$ cat src/hw/rtl/assert_macros.svh
// assertion helpers shared by the rtl
`ifndef ASSERT_MACROS_SVH
`define ASSERT_MACROS_SVH

// concurrent check, disabled during reset
`define ASSERT_CLK(label, clk, rst, prop, msg) \
   label: assert property (@(posedge clk) disable iff (rst) (prop)) else $error(msg);

// concurrent check that also holds during reset
`define ASSERT_ALWAYS(label, clk, prop, msg) \
   label: assert property (@(posedge clk) (prop)) else $error(msg);

`endif

$ cat src/hw/rtl/bcas_pkg.sv
// ----------------------------------------------------------------------------
// bcas_pkg
// shared constants, tables and command/status types of the angle stats block
// ----------------------------------------------------------------------------
package bcas_pkg;

   localparam int MAX_POINTS  = 16;
   localparam int COORD_BITS  = 24;
   localparam int BONE_BITS   = COORD_BITS + 1;
   localparam int CNT_BITS    = $clog2(MAX_POINTS + 2);
   localparam int ANG_DEPTH   = MAX_POINTS - 2;
   localparam int IDX_BITS    = (ANG_DEPTH > 1) ? $clog2(ANG_DEPTH) : 1;
   localparam int ANGLE_BITS  = 15;
   localparam int SC_BITS     = 15;
   localparam int PROD_BITS   = 2 * SC_BITS;
   localparam int DOT_BITS    = PROD_BITS + 2;
   localparam int SQ_BITS     = 2 * DOT_BITS;
   localparam int ROOT_BITS   = DOT_BITS;
   localparam int CORDIC_BITS = DOT_BITS + 16 + 3;
   localparam int Z_BITS      = 24;
   localparam int STEPS       = 20;

   localparam logic [ANGLE_BITS-1:0] ANGLE_PI   = 15'd25736;
   localparam logic [Z_BITS-1:0]     PI_Q20     = 24'd3294199;
   localparam logic [Z_BITS-1:0]     HALF_PI_Q20 = 24'd1647099;

   typedef logic signed [BONE_BITS-1:0] bone_type [3];

   function automatic logic [Z_BITS-1:0] atan_q20(input logic [4:0] i);
      logic [Z_BITS-1:0] t;
      case (i)
         5'd0: t = 24'd823550;
         5'd1: t = 24'd486170;
         5'd2: t = 24'd256879;
         5'd3: t = 24'd130396;
         5'd4: t = 24'd65451;
         5'd5: t = 24'd32757;
         5'd6: t = 24'd16383;
         5'd7: t = 24'd8192;
         5'd8: t = 24'd4096;
         5'd9: t = 24'd2048;
         5'd10: t = 24'd1024;
         5'd11: t = 24'd512;
         5'd12: t = 24'd256;
         5'd13: t = 24'd128;
         5'd14: t = 24'd64;
         5'd15: t = 24'd32;
         5'd16: t = 24'd16;
         5'd17: t = 24'd8;
         5'd18: t = 24'd4;
         5'd19: t = 24'd2;
         default: t = '0;
      endcase
      return t;
   endfunction

   typedef struct packed {
      logic load;       // latch the transaction
      logic scale;      // form the bone
      logic mul;        // step products, selector in mul_sel
      logic [2:0] mul_sel;
      logic sum;        // normalize both bones
      logic root_start;
      logic cordic_init;
      logic cordic_step;
      logic finish;     // fold angle into stats, start insert
      logic ins_step;
      logic commit;     // update prev state
      logic respond;
      logic clear;
   } cmd_type;

   typedef struct packed {
      logic       need_angle;
      logic       any_zero;
      logic       root_done;
      logic       cordic_done;
      logic       ins_done;
      logic       last;
   } status_type;

endpackage

$ cat src/hw/rtl/bcas_ctrl.sv
// ----------------------------------------------------------------------------
// bcas_ctrl
// sequencer for one point transaction and the result handshake
// ----------------------------------------------------------------------------
module bcas_ctrl (
   input  logic                 clock,
   input  logic                 reset,
   input  logic                 req_valid,
   output logic                 req_stall,
   output logic                 rsp_valid,
   input  logic                 rsp_stall,
   input  bcas_pkg::status_type sts,
   output bcas_pkg::cmd_type    cmd
);
   typedef enum logic [3:0] {
      IDLE, BONE, SCALE, MUL, ROOT, CINIT, CSTEP, FIN, INS, COMMIT, RESP, HOLD
   } state_type;

   state_type state_ff;
   logic [2:0] sel_ff;
   logic       rsp_valid_ff;

   assign req_stall = (state_ff != IDLE);
   assign rsp_valid = rsp_valid_ff;

   always_comb begin
      cmd = '0;
      cmd.mul_sel = sel_ff;
      case (state_ff)
         IDLE:   cmd.load = req_valid;
         BONE:   cmd.scale = 1'b1;
         SCALE:  begin cmd.sum = 1'b1; cmd.mul_sel = 3'd7; end
         MUL:    cmd.mul = 1'b1;
         ROOT:   ;
         CINIT:  cmd.cordic_init = 1'b1;
         CSTEP:  cmd.cordic_step = 1'b1;
         FIN:    cmd.finish = 1'b1;
         INS:    cmd.ins_step = 1'b1;
         COMMIT: cmd.commit = 1'b1;
         RESP:   cmd.respond = 1'b1;
         HOLD:   cmd.clear = !rsp_stall;
         default: ;
      endcase
      if (state_ff == MUL && sel_ff == 3'd7) cmd.root_start = 1'b0;
   end

   always_ff @(posedge clock) begin
      if (reset) begin
         state_ff     <= IDLE;
         sel_ff       <= '0;
         rsp_valid_ff <= 1'b0;
      end else begin
         case (state_ff)
            IDLE: if (req_valid) state_ff <= BONE;
            BONE: state_ff <= sts.need_angle ? SCALE : COMMIT;
            SCALE: begin
               sel_ff   <= '0;
               state_ff <= MUL;
            end
            MUL: begin
               sel_ff <= sel_ff + 1'b1;
               if (sel_ff == 3'd7) state_ff <= ROOT;
            end
            ROOT: state_ff <= CINIT;
            CINIT: if (sts.root_done) state_ff <= CSTEP;
            CSTEP: if (sts.cordic_done) state_ff <= FIN;
            FIN: state_ff <= INS;
            INS: if (sts.ins_done) state_ff <= COMMIT;
            COMMIT: state_ff <= sts.last ? RESP : IDLE;
            RESP: begin
               rsp_valid_ff <= 1'b1;
               state_ff     <= HOLD;
            end
            HOLD: if (!rsp_stall) begin
               rsp_valid_ff <= 1'b0;
               state_ff     <= IDLE;
            end
            default: state_ff <= IDLE;
         endcase
      end
   end

endmodule

$ cat config.mk
export PLATFORM = sky130hd
export DESIGN_NAME = bcas_ctrl
export DESIGN_NICKNAME = d
export VERILOG_FILES = /design/src/hw/rtl/assert_macros.svh /design/src/hw/rtl/bcas_pkg.sv /design/src/hw/rtl/bcas_ctrl.sv
export SDC_FILE = /design/constraint.sdc
export NUM_CORES = 1
export LEC_CHECK = 0
export BUFFER_PORTS_ARGS = -buffer_cell sky130_fd_sc_hd__buf_2
export CAP_MARGIN = 20
export CORE_MARGIN = 5
export CORE_UTILIZATION = 49
export DETAILED_ROUTE_END_ITERATION = 7
export GPL_ROUTABILITY_DRIVEN = 0
export PLACE_DENSITY = 0.79
export SETUP_SLACK_MARGIN = 0.1
export SKIP_LAST_GASP = 1
export SLEW_MARGIN = 25
export SYNTH_ARGS = -nofsm -noshare
export SYNTH_HDL_FRONTEND = slang
export SYNTH_SLANG_ARGS = --single-unit
$ cat constraint.sdc
create_clock -name clock -period 3.4 [get_ports clock]
set_clock_uncertainty 0.1 [all_clocks]
set_input_delay 0.34 -clock clock [delete_from_list [all_inputs] [get_ports clock]]
set_output_delay 0.34 -clock clock [all_outputs]
set_load 0.1 [all_outputs]
Yosys cells after proc, flatten, opt, wreduce, memory -nomap -nowiden
Index checks and enable logic that the tools add are counted.

Equal/unequal tests: 18. Shift-type cells: 0. Mux-type cells: 23. Div/mod/pow operators: 0. Add/sub/neg operators: 1. Bitwise gates (word level): 0. Multipliers: 0. Reductions and logical operators: 7. Order comparisons: 0.

Operator list (number): $pmux 4 s12 (1); $mux 4 (9); $eq 4x3->1 const B (4); $eq 4x4->1 const B (4); $mux 1 (11); $ne 2x2->1 const B (5); $eq 4x2->1 const B (2); $pmux 3 s2 (1); $reduce_and 6->1 (1); $eq 4x1->1 const B (1); $logic_not 4->1 (1); $reduce_bool 2->1 (2); $reduce_bool 4->1 (1); $add 3x1->3 const B (1); $eq 3x3->1 const B (1); $ne 2x1->1 const B (1); $pmux 1 s2 (1); $reduce_and 2->1 (1); $logic_not 1->1 (1).

Memories kept: 0. Bits in latches: 0. Memory bits (read-only): 0. Register bits: 8. Input bits: 10. Output and inout port bits: 17. Logic and storage cells: 52. RAM bits: 0.

Depth between registers and ports, before layout
Depth in word-level cells: 3. Gate-level depth with buffers: 6. Gate-level depth less buffers: 6.

Worst setup path before layout
No wires, ideal clock.

Path kind: reg2out. Start point: reg state_ff[1]. End point: out cmd[13] (netlist bit). Data arrival time: 3560 ps. Path buffers: 2. Required time: 2960 ps. Slack: -600 ps. Stages on the path, launching flop included: 4. Cell sequence: dfxtp_1 buf_2 buf_2 nor4_1.

RTL lines: start: declaration (line bcas_ctrl.sv:19) `state_type state_ff;`; start signal: assignment (line bcas_ctrl.sv:55) `BONE: state_ff <= sts.need_angle ? SCALE : COMMIT;`; start signal: assignment (line bcas_ctrl.sv:69) `COMMIT: state_ff <= sts.last ? RESP : IDLE;`; end: declaration (line bcas_ctrl.sv:13) `output bcas_pkg::cmd_type cmd`.

==> run_results.csv <==
group,metric,value,unit
synthesis,synth_fa_ha_area_frac,0.03861,
timing,max_freq,411.2,MHz
global_routing,grt_usage,0.1587,
timing,final-max-slew-violation-count,0,
run_status,status,"finished clean",
synthesis,ys_warn_count,0,
final_layout,syn2layout_area_growth,19.88,%
clock_tree,cts_tree,"done",
clock_tree,cts_buffers,3,
synthesis,synthMuxAreaShare,0.01544,
clock_tree,clockRootBuffer,"clkbuf_4",
worst_setup_path,start_kind,"register",
synthesis,synth_seq_cells,8,
synthesis,async_reset_ff_frac,0,
routing,routed_wl,1611,um
timing,hold_viol_final,0,
worst_setup_path,worstSetupPathType,"reg -> out",
routing,via_per_inst,5.516,
worst_setup_path,crit_path_end_kind,"output port",
final_layout,drive_gt1_frac,0.3063,
routing,route.vias.total,695,
clock_tree,cts_max_level,1,
timing,worst_slack,968.4,ps
placement,post_dp_cell_area,754.5,sq um
synthesis,synth_xor_area_frac,0,
routing,wl_per_cell,12.79,um
synthesis,synth-edff-count,0,
synthesis,yosysTopAreaCell,"dfxtp_1",
timing,slew_headroom,0.5760,
synthesis,syn_area,648.1,sq um
die,fp.coreArea,0.001269,sq mm
final_layout,fillers,114,
placement,post-place-ws,1291,ps
run,maxCapViolCount,0,
power,powerDensity,948.2,mW/mm^2
synthesis,synth_top_area_share,0.2471,
timing,min_period,2432,ps
clock_tree,cts_buffer_depth,2,
synthesis,ys.flop_type,"dfxtp_1",
final_layout,design_area,777.0,sq um
die,die_y,46.37,um
final_layout,seqCellArea,160.2,sq um
final_layout,final_nets,125,
min_path,worstHoldStart,"reset",
global_routing,grt_max_degree,22,
timing,setup-violations-final,0,
final_layout,diodes,0,
worst_setup_path,rr_worst_depth,4,
synthesis,synth_compound_area_frac,0.1699,
clock_tree,cts_resized,0,
timing,rsz0062_at_grt,"false",
power,p_int,251.5,uW
synthesis,synth_top_family_by_area,"simple AND/OR/NAND/NOR gates",
synthesis,synth_area_leaders,"dfxtp_1 (25%), a21oi_1 (6.9%), nor2_1 (5.8%)",
clock_tree,clk_pin_slew,60,ps
power,power.leakage,0.3770,nW
synthesis,synth_cell_types,33,
synthesis,syn_area_per_cell,6.969,sq um
worst_setup_path,crit_arrival,1990,ps
die,die_x,46.37,um
min_path,holdPathStages,2,
clock_tree,cts_hold_buf,0,
power,finalPower,736.8,uW
timing,final.setup.tns,0,ps
routing,drc,0,
final_layout,multi_input_area,447.9,sq um
die,pin_count,27,
min_path,min_path_type,"in -> reg",
clock_tree,cts_num_sinks,8,
routing,ant_nets,0,
routing,drtIter0Drc,18,
synthesis,synth-simple-area-share,0.4363,
synthesis,ys_seq_area_frac,0.2471,
worst_setup_path,crit_fanout,21,
clock_tree,cts_setup_buffers,0,
placement,io_buffers,24,
power,switching_share,0.6587,
final_layout,final_common_cell,"buf_2",
worst_setup_path,cp_data_required_time,2960,ps
synthesis,syn_inst,93,
global_routing,first_global_vias,593,
power,pwr-share-clk,0.102,
timing,worst_slew_pin_slew,635.1,ps
worst_setup_path,startpoint,"state_ff[1]$_SDFFE_PP0P_",
global_routing,grt_first_pass_wirelength,2463,um
timing,post-route-period-util,0.7152,
global_routing,grt_overflow_total,0,
power,switching_power,485.3,uW
power,p_seq_frac,0.229,
global_routing,grt_antenna_before_repair,0,
clock_tree,clk_latency,260,ps
synthesis,syn_nets,105,
power,ir_worst_vdd,0.5536,mV
power,comb_power_share,0.669,
routing,drt_pass1_iterations,4,
final_layout,most-common-layout-cells,"buf_2 (24), nor2_1 (10), a21oi_1 (9)",
die,fp-row-count,13,
die,die_area,0.002150,sq mm
die,start_util,0.5108,
worst_setup_path,worstReg2RegStart,"state_ff[1]$_SDFFE_PP0P_",
metrics by stage:
step,hold WS [ps],utilization,instances
2_1_floorplan,344.0,-,93
3_3_place_gp,354.0,0.5947,123
6_report,248.2,0.6124,126
5_1_grt,263.6,0.6124,126
3_5_place_dp,362.9,0.5947,123
4_1_cts,245.0,0.6124,126
state kept, by name, summed over array words and instances, names as in the netlist:
register / flops
state_ff: 4
sel_ff: 3
rsp_valid: 1
worst max-delay path, stage by stage, from the launching register on:
cell      delay, ps
dfxtp_1         710
nor2b_1         300
nand2b_1        160
nor2_1          110
buf_2           430
synthesized netlist by cell type (3+ instances only):
cell type,n
or3_1,3
nand2_1,7
nor2_1,10
nand2b_1,4
clkbuf_1,3
nor3_1,7
or2_2,3
nand3_1,4
dfxtp_1,8
buf_2,3
a21oi_1,9
nor3b_1,4
routing by layer:
layer / GRT usage / up-vias / share of wire
met2: 0.2418 / 30 / 0.45
met4: 0.09091 / 0 / 0.0074
met3: 0.03906 / 2 / 0.079
met5: 0 / - / 0
met1: 0.2005 / 307 / 0.46
li1: - / 356 / -
final timing paths:
| path | to | slack (ps) |
|---|---|---|
| max | cmd[12] | 970 |
| min | sel_ff[2]$_SDFFE_PP0P_ | 250 |
| max reg2reg | sel_ff[0]$_SDFFE_PP0P_ | 1560 |
| min reg2reg | sel_ff[1]$_SDFFE_PP0P_ | 360 |
kinds of logic (layout without fill, tap and decap cells):
group                    after synthesis  after routing
adder cells (fa/ha/maj)                2              2
flip-flops                             8              8
other                                  1              1
buffers and inverters                 11             29
multiplexers                           1              1
AND/OR/NAND/NOR                       52             52
AO/OA/AOI/OAI                         18             18
layout make-up:
cell class,instances,share of cell area
multi-input cells,74,0.5765
inverters,2,0.009662
repair buffers,24,0.1546
clock buffers,3,0.02899
flip-flops and latches,8,0.2061
well taps,15,0.02415
power groups by stage:
stage               combinational, mW  clock [mW]  sequential [mW]
finish                          0.493      0.0754            0.169
global route                    0.517      0.0803            0.175
CTS                             0.494      0.0771            0.166
detailed placement              0.492           0            0.169
global placement                0.489           0            0.167
floorplan                       0.483           0            0.124
No activity file was read; power rests on OpenSTA's default activity.
